===== src/hw/rtl/vva_pkg.sv =====
// ----------------------------------------------------------------------------
// vva_pkg
// Shared types, constants and helpers for the three-component vector ALU.
// ----------------------------------------------------------------------------
package vva_pkg;

  localparam int FRAC_BITS   = 16;
  localparam int DW          = 32;
  localparam int NUM_LANES   = 3;
  localparam int WIDE_W      = 2 * DW + 2;
  localparam int SQ_W        = 2 * DW;
  localparam int ROOT_W      = DW;
  localparam int ROOT_STAGES = SQ_W / 2;
  localparam int DIVD_W      = DW + FRAC_BITS;
  localparam int DIV_STAGES  = DIVD_W;
  localparam int N_W         = FRAC_BITS + 2;
  localparam int PQ_W        = DW + N_W;
  localparam int PD_W        = PQ_W + 2 - FRAC_BITS;
  localparam int PR_W        = N_W + PD_W;
  localparam int LATENCY     = ROOT_STAGES + DIV_STAGES + 8;

  typedef enum logic [3:0] {
    OP_ADD       = 4'd0,
    OP_SUB       = 4'd1,
    OP_SCALE     = 4'd2,
    OP_DIVIDE    = 4'd3,
    OP_COMPARE   = 4'd4,
    OP_LENGTH    = 4'd5,
    OP_SQLENGTH  = 4'd6,
    OP_NORMALIZE = 4'd7,
    OP_DOT       = 4'd8,
    OP_CROSS     = 4'd9,
    OP_PROJECT   = 4'd10
  } op_t;

  localparam logic [1:0] FAULT_NONE = 2'd0;
  localparam logic [1:0] FAULT_ZERO = 2'd1;
  localparam logic [1:0] FAULT_SAT  = 2'd2;

  localparam logic signed [WIDE_W-1:0] SMAX_W = {{(WIDE_W-DW+1){1'b0}}, {(DW-1){1'b1}}};
  localparam logic signed [WIDE_W-1:0] SMIN_W = {{(WIDE_W-DW+1){1'b1}}, {(DW-1){1'b0}}};

  typedef struct packed {
    logic [3:0]              operation;
    logic signed [DW-1:0]    a_x;
    logic signed [DW-1:0]    a_y;
    logic signed [DW-1:0]    a_z;
    logic signed [DW-1:0]    b_x;
    logic signed [DW-1:0]    b_y;
    logic signed [DW-1:0]    b_z;
    logic signed [DW-1:0]    factor;
  } in_req_t;

  typedef struct packed {
    logic signed [DW-1:0]    res_x;
    logic signed [DW-1:0]    res_y;
    logic signed [DW-1:0]    res_z;
    logic signed [DW-1:0]    res_scalar;
    logic                    equal;
    logic [1:0]              fault;
  } out_res_t;

  typedef struct packed {
    logic                    sat;
    logic signed [DW-1:0]    val;
  } sat_t;

  // request sideband that travels alongside the root and divide pipelines
  typedef struct packed {
    logic [3:0]                          op;
    logic [NUM_LANES-1:0][DW-1:0]        b;
    logic [DW-1:0]                       fmag;
    logic                                fneg;
    logic                                eq;
    logic                                zf;
    logic                                rz;
    sat_t                                scal;
    sat_t [NUM_LANES-1:0]                vec;
    logic [NUM_LANES-1:0][DIVD_W-1:0]    dvd;
    logic [NUM_LANES-1:0]                aneg;
    logic [NUM_LANES-1:0]                qneg;
  } side_t;

  function automatic sat_t sat32(input logic signed [WIDE_W-1:0] v);
    sat_t r;
    r.sat = (v > SMAX_W) || (v < SMIN_W);
    if (v > SMAX_W) begin
      r.val = SMAX_W[DW-1:0];
    end else if (v < SMIN_W) begin
      r.val = SMIN_W[DW-1:0];
    end else begin
      r.val = v[DW-1:0];
    end
    return r;
  endfunction

  function automatic logic [DW-1:0] abs_mag(input logic signed [DW-1:0] v);
    logic signed [DW:0] e;
    e = (DW+1)'(v);
    if (e[DW]) begin
      e = -e;
    end
    return e[DW-1:0];
  endfunction

endpackage


===== src/hw/rtl/vva_merge.sv =====
// ----------------------------------------------------------------------------
// vva_merge
// Merges lane results per operation, saturation and fault, output register.
// ----------------------------------------------------------------------------
module vva_merge (
  input  logic                                                clk,
  input  logic                                                rst_n,
  input  logic                                                vld,
  input  vva_pkg::side_t                                      side,
  input  vva_pkg::sat_t [vva_pkg::NUM_LANES-1:0]              divres,
  input  logic [vva_pkg::NUM_LANES-1:0][vva_pkg::PR_W-1:0]    prj,
  output logic                                                strobe,
  output vva_pkg::out_res_t                                   res
);

  localparam int NL = vva_pkg::NUM_LANES;

  vva_pkg::sat_t [NL-1:0] prj_sat;
  vva_pkg::sat_t [NL-1:0] vec_sel;
  vva_pkg::sat_t          scal_sel;
  logic                   eq_sel;
  logic [1:0]             flt_sel;
  logic                   any_sat;
  vva_pkg::out_res_t      res_r, res_nxt;
  logic                   strobe_r;

  always_comb begin
    for (int i = 0; i < NL; i++) begin
      prj_sat[i] = vva_pkg::sat32(vva_pkg::WIDE_W'($signed(prj[i]) >>> vva_pkg::FRAC_BITS));
    end
    vec_sel  = '0;
    scal_sel = '0;
    eq_sel   = 1'b0;
    flt_sel  = vva_pkg::FAULT_NONE;
    case (side.op)
      vva_pkg::OP_ADD, vva_pkg::OP_SUB, vva_pkg::OP_SCALE, vva_pkg::OP_CROSS: begin
        vec_sel = side.vec;
      end
      vva_pkg::OP_DIVIDE: begin
        if (side.zf) begin
          flt_sel = vva_pkg::FAULT_ZERO;
        end else begin
          vec_sel = divres;
        end
      end
      vva_pkg::OP_COMPARE: begin
        eq_sel = side.eq;
      end
      vva_pkg::OP_LENGTH, vva_pkg::OP_SQLENGTH, vva_pkg::OP_DOT: begin
        scal_sel = side.scal;
      end
      vva_pkg::OP_NORMALIZE: begin
        if (!side.rz) begin
          vec_sel = divres;
        end
      end
      vva_pkg::OP_PROJECT: begin
        if (!side.rz) begin
          vec_sel = prj_sat;
        end
      end
      default: begin
        vec_sel = '0;
      end
    endcase
    any_sat = scal_sel.sat;
    for (int i = 0; i < NL; i++) begin
      any_sat = any_sat | vec_sel[i].sat;
    end
    if (flt_sel == vva_pkg::FAULT_NONE && any_sat) begin
      flt_sel = vva_pkg::FAULT_SAT;
    end
    res_nxt.res_x      = vec_sel[0].val;
    res_nxt.res_y      = vec_sel[1].val;
    res_nxt.res_z      = vec_sel[2].val;
    res_nxt.res_scalar = scal_sel.val;
    res_nxt.equal      = eq_sel;
    res_nxt.fault      = flt_sel;
  end

  always_ff @(posedge clk) begin
    if (!rst_n) begin
      strobe_r <= 1'b0;
    end else begin
      strobe_r <= vld;
    end
    if (vld) begin
      res_r <= res_nxt;
    end
  end

  assign strobe = strobe_r;
  assign res    = res_r;

endmodule


===== config.mk =====
export PLATFORM = sky130hd
export DESIGN_NAME = vva_merge
export DESIGN_NICKNAME = d
export VERILOG_FILES = /design/src/hw/rtl/vva_pkg.sv /design/src/hw/rtl/vva_merge.sv
export SDC_FILE = /design/constraint.sdc
export NUM_CORES = 1
export LEC_CHECK = 0
export ABC_CLOCK_PERIOD_IN_PS = 1800
export BUFFER_PORTS_ARGS = -buffer_cell sky130_fd_sc_hd__buf_2
export CAP_MARGIN = 20
export CORE_AREA = 2 2 315 317
export CTS_CLUSTER_DIAMETER = 150
export CTS_CLUSTER_SIZE = 14
export DETAILED_ROUTE_END_ITERATION = 10
export DIE_AREA = 0 0 317 319
export GPL_TIMING_DRIVEN = 0
export PLACE_DENSITY = 0.33
export SYNTH_ARGS = -nofsm -noshare
export SYNTH_HDL_FRONTEND = slang
export SYNTH_SLANG_ARGS = --single-unit

===== constraint.sdc =====
create_clock -name clk -period 1.8 [get_ports clk]
set_clock_uncertainty 0.15 [all_clocks]
set_input_delay 0.18 -clock clk [delete_from_list [all_inputs] [get_ports clk]]
set_output_delay 0.18 -clock clk [all_outputs]
set_load 0.005 [all_outputs]

==> flow_metrics.py, run 1 <==
metrics = {
    "status": {
        "run_status": "complete, no violations",
    },
    "placed_design": {
        "placed_area_um2": 10550,
        "io_buffers": 486,
        "dp_cells": 2329,
        "dp_slack_ns": -1.586,
        "place_hpwl_mm": 33.51,
        "place_congestion": 0.8523,
    },
    "logic_synthesis": {
        "synth_cells": 546,
        "synthMuxAreaShare_pct": 0.1786,
        "yosysTopAreaCell": "edfxtp_1",
        "synth_area_um2": 6305,
        "synthFlopType": "edfxtp_1",
        "synth_warnings": 0,
        "synthAdderAreaFrac_pct": 0,
        "synthTopCellsByCount": "edfxtp_1 (131), a22oi_1 (94), o21ai_0 (74)",
        "yosys.cell_count.top_type": "edfxtp_1",
        "ys_seq_elements": 132,
        "yosys.cell_types.count": 28,
        "synthArstFlopShare_pct": 0,
        "synth_compound_area_share_pct": 25.52,
        "synth_area_leaders": "edfxtp_1 (62%), a22oi_1 (11%), o21ai_0 (5.9%)",
        "synth_area_per_cell_um2": 11.55,
        "synth-simple-area-share_pct": 7.859,
        "synth_top_area_share_pct": 62.39,
        "yosysSeqAreaShare_pct": 62.71,
        "synth_edf_count": 131,
        "syn-num-nets": 1228,
        "synth_xor_xnor_area_share_pct": 0,
        "synth_top_family_by_area": "compound AO/OA/AOI/OAI gates",
    },
    "finish": {
        "layout-drive-gt1-share_pct": 40.54,
        "multi_input_area_um2": 2191,
        "syn_to_final_growth_pct": 129.3,
        "stdcell_count": 2684,
        "nFillCells": 10990,
        "fin_nets": 2065,
        "stdcell_area_um2": 14450,
        "ff_latch_area_um2": 3954,
    },
    "setup_path": {
        "path_max_fanout": 77,
        "end_kind": "flip-flop",
        "crit_slowest_cell": "dlygate4sd3_1",
        "critPathKind": "in -> reg",
        "max_stage_delay_ns": 0.55,
        "start_kind": "input port",
        "critPathTopFamily": "buffers and inverters",
        "path_cells": "dlygate4sd3_1 > clkbuf_8 > buf_16",
        "required_ns": 1.77,
        "cp_data_arrival_time_ns": 1.73,
        "cp.buffers_inverters": 3,
    },
    "floorplan": {
        "io_pins": 814,
        "rows": 115,
        "initial_core_util_pct": 6.453,
        "die_h_um": 319,
        "core_area_um2": 97700,
        "fp.dieW_um": 317,
        "fp.dieArea_um2": 101100,
    },
    "global_route": {
        "grt_overflow": 0,
        "grt_pass1_vias": 8855,
        "grt_pass1_wl_mm": 57.97,
        "antenna_found_initial": 8,
        "grt_usage_pct": 8.273,
        "grt_max_degree": 78,
    },
    "drt": {
        "dr_total_vias": 8245,
        "first_pass_iters": 5,
        "wl_per_cell_um": 16.19,
        "drc": 0,
        "via_per_inst": 3.072,
        "ant_nets": 0,
        "drtIter0Drc": 354,
        "drt-total-wl_mm": 43.45,
    },
    "clock_tree": {
        "clock_path_buffers": 2,
        "clk_pin_slew_ns": 0.07,
        "h-tree-depth": 4,
        "cts_tree": "done",
        "cts_root_buffer": "clkbuf_16",
        "clock-sinks": 132,
        "cts_buffers": 17,
    },
    "sta": {
        "grt_setup_unrepaired": "no",
        "tightestPinTransition_ns": 0.7641,
        "period_minus_slack_ns": 1.761,
        "setup_ws_ns": 0.03862,
        "slew_viol_final": 0,
        "hold_viol": 0,
        "max_slew_margin_pct": 49.06,
        "max_freq_mhz": 567.7,
        "post-route-period-util_pct": 97.85,
        "setup-violations-final": 0,
    },
    "run": {
        "cap_violations": 0,
    },
    "power_and_ir_drop": {
        "power_density_nw_per_um2": 657.4,
        "p_leak_nw": 5.671,
        "vdd_drop_max_v": 0.0005255,
    },
    "min_path": {
        "hp-class": "in -> reg",
    },
}
[placed cells by master, fill, tap and decap left out, types with 17 or more instances in the layout]
master | Yosys | layout
a21oi_1 | 65 | 61
nor2_1 | 34 | 34
nor2b_1 | 34 | 34
edfxtp_1 | 131 | 131
dlygate4sd3_1 | 0 | 323
buf_2 | 5 | 489
clkbuf_1 | 40 | 25
a22oi_1 | 94 | 92
o21ai_1 | 22 | 28
clkbuf_16 | 0 | 17
o21ai_0 | 74 | 64
[stage by stage]
stage                     util [%]  hold slack, ns  TNS (ns)  total power [mW]
after floorplan                  -          0.1425         0             4.222
after global placement       10.59          0.2542   -393.35             5.336
final                        14.79         0.02543         0             9.502
after CTS                    14.76        0.008228         0             9.774
after detailed placement     10.80          0.2538   -100.75             5.366
after global routing         14.79         0.01336         0             10.02
[flip-flops by register name, summed over array words and instances, names as in the netlist]
| signal | flops |
|---|---|
| res | 131 |
| strobe | 1 |
[power by group]
part / internal, mW / switching [mW] / total (mW) / leakage (nW)
registers: 3.68 / 0.0653 / 3.74 / 1.26
clock network: 1.85 / 1.80 / 3.66 / 0.289
logic: 1.13 / 0.976 / 2.10 / 4.12
[worst paths after layout]
path,endpoint,slack (ns),start,depth (start not counted)
worst max-delay path,res[93],0.04,vld,3
worst min-delay path,res[103],0.03,divres[4],3
[final cells by class]
type                    count  share of cell area [%]
well taps                1287                   11.14
plain buffers              45                   1.558
clock inverters            15                   1.099
multi-input cells         359                   15.16
clock buffers              17                   2.943
repair buffers            821                   40.55
diodes                      1                 0.01731
flip-flops and latches    132                   27.35
inverters                   7                  0.1818
[per-layer routing]
layer | up-vias | GRT usage (%) | routed length (um)
met5 | - | 0 | 0
met4 | 0 | 5.052 | 2069
met3 | 102 | 2.224 | 3078
met2 | 523 | 13.93 | 20150
met1 | 3803 | 9.229 | 18160
li1 | 3817 | - | -
[cells by family (layout without fill, tap and decap cells)]
logic type | Yosys count | in the layout
flops | 132 | 132
mux | 1 | 1
other cells | 0 | 1
compound gates | 263 | 263
buf+inv | 55 | 905
simple gates | 95 | 95
[repair_timing]
item	4_1_cts	5_1_grt
pin swaps	2	0
hold buffers	323	0
endpoints found under the setup margin	97	70
resized for setup	26	17
endpoints found under the hold margin	153	0
setup buffers	2	0
(Power assumes the default switching activity.)
==> run 2, diff against run 1 <==
Settings changed: ABC_CLOCK_PERIOD_IN_PS 1800 to 1640, PLACE_DENSITY 0.33 to not set, PLACE_DENSITY_LB_ADDON set to 0.12, SLEW_MARGIN set to 5.
Clock period 1.8 ns to 1.64 ns, I/O delays scaled along.
==> run 2 against run 1 <==
Against the previous run:
- non-clock buffer count rose by 11
- sequential share of layout area down 0.47 points
- final cell count up 0.48%
- hold slack lost 0.0037 ns
- combinational power up 12%
- utilization rose by 0.26 points
- clock power increased by 18%
- final area rose by 1.7%
- clock-buffer cell count stayed put
- sequential power up 9.4%
==> flow_metrics.py, run 2 (same netlist as run 1, synthesis figures left out) <==
metrics = {
    "run": {
        "cap_violations": 0,
    },
    "global_route": {
        "grt_overflow": 0,
        "use_met2_pct": 15.80,
        "use_met3_pct": 3.225,
        "antenna_found_initial": 11,
        "grt_max_degree": 74,
        "groute.layer.met1.usage_pct": 10.49,
        "grt_usage_pct": 9.150,
        "busiest_layer": "met2",
        "grt_pass1_vias": 8903,
        "grt_pass1_wl_mm": 63.38,
    },
    "drt": {
        "dr_total_vias": 8051,
        "via_per_inst": 2.985,
        "drtIter0Drc": 286,
        "ant_nets": 0,
        "wl_per_cell_um": 17.33,
        "first_pass_iters": 5,
        "drc": 0,
        "drt-total-wl_mm": 46.75,
    },
    "finish": {
        "stdcell_count": 2697,
        "fin_nets": 2076,
        "layout-drive-gt1-share_pct": 42.15,
        "nFillCells": 11060,
        "final_cell_mix": "buf_2 (489), dlygate4sd3_1 (332), edfxtp_1 (131)",
        "syn_to_final_growth_pct": 133.2,
        "final_common_cell": "buf_2",
        "largest_register_ffs": 131,
    },
    "clock_tree": {
        "clock-sinks": 132,
        "clock_path_buffers": 2,
        "cts_tree": "done",
        "cts_root_buffer": "clkbuf_16",
        "h-tree-depth": 4,
        "cts_buffers": 17,
        "clk_pin_slew_ns": 0.08,
    },
    "power_and_ir_drop": {
        "p_leak_nw": 5.796,
        "vdd_drop_max_v": 0.0006437,
        "power_density_nw_per_um2": 733.5,
        "power.total_mw": 10.79,
    },
    "setup_path": {
        "cp_data_arrival_time_ns": 1.58,
        "critPathKind": "in -> reg",
        "path_max_fanout": 73,
        "crit_slowest_cell": "dlygate4sd3_1",
        "start_kind": "input port",
        "end_kind": "flip-flop",
        "path_cells": "dlygate4sd3_1 > buf_8 > buf_16",
        "critPathTopFamily": "buffers and inverters",
        "max_stage_delay_ns": 0.57,
        "cp.buffers_inverters": 3,
        "required_ns": 1.62,
    },
    "placed_design": {
        "dp_cells": 2325,
        "place_congestion": 0.7408,
        "place_hpwl_mm": 36.77,
        "io_buffers": 486,
        "dp_slack_ns": -1.863,
    },
    "floorplan": {
        "die_h_um": 319,
        "io_pins": 814,
        "core_area_um2": 97700,
        "initial_core_util_pct": 6.453,
        "fp.dieArea_um2": 101100,
        "rows": 115,
        "fp.dieW_um": 317,
    },
    "min_path": {
        "hp-class": "in -> reg",
    },
    "sta": {
        "tightestPinTransition_ns": 0.5932,
        "hold_viol": 0,
        "post-route-period-util_pct": 97.65,
        "max_slew_margin_pct": 60.46,
        "period_minus_slack_ns": 1.601,
        "fin_tns_setup_ns": 0,
        "setup-violations-final": 0,
        "slew_viol_final": 0,
        "max_freq_mhz": 624.5,
        "setup_ws_ns": 0.03860,
    },
    "status": {
        "run_status": "complete, no violations",
    },
}
==> run 2: path summary, 6_finish.rpt <==
path / endpoint / startpoint / depth (start not counted) / slack (ns)
worst max-delay path: res[124] / vld / 3 / 0.04
worst min-delay path: res[108] / prj[25] / 3 / 0.02
==> run 2: report_power, final <==
| group | leakage [nW] | total, mW | switching, mW | internal (mW) |
|---|---|---|---|---|
| clock | 0.297 | 4.33 | 2.01 | 2.32 |
| sequential | 1.26 | 4.09 | 0.0608 | 4.03 |
| combinational | 4.24 | 2.36 | 1.09 | 1.27 |
| total | 5.80 | 10.8 | 3.17 | 7.62 |
==> run 2: final cells by class <==
type,count,area (um2),share of cell area [%]
diodes,3,7.507,0.05106
flip-flops and latches,132,3954,26.89
inverters,7,26.28,0.1787
well taps,1287,1610,10.95
plain buffers,44,280.3,1.906
clock buffers,17,425.4,2.893
clock inverters,15,186.4,1.268
repair buffers,833,5954,40.50
multi-input cells,359,2260,15.37
==> run 2: through the flow <==
step	area, um2	utilization (%)	hold WS (ns)
2_1_floorplan	6305	-	0.1265
3_3_place_gp	10350	10.59	0.2379
3_5_place_dp	10470	10.71	0.2378
4_1_cts	14620	14.97	-0.08945
5_1_grt	14700	15.05	0.04445
6_report	14700	15.05	0.02171
==> run 2: worst min-delay path, stage by stage <==
cell,delay [ns]
buf_2,0.08
nor2_1,0.04
o21ai_0,0.25
==> run 2: layer usage <==
| layer | part of all wire, % | vias up |
|---|---|---|
| li1 | - | 3854 |
| met5 | 0.16 | - |
| met3 | 7.0 | 45 |
| met2 | 49 | 328 |
| met1 | 42 | 3812 |
| met4 | 1.6 | 12 |
==> run 2: repair_timing <==
action / 4_1_cts / 5_1_grt
hold buffers: 331 / 2
pin swaps: 5 / 3
resized for setup: 52 / 38
setup buffers: 8 / 0
hold endpoints to repair: 161 / 18
endpoints found under the setup margin: 126 / 68
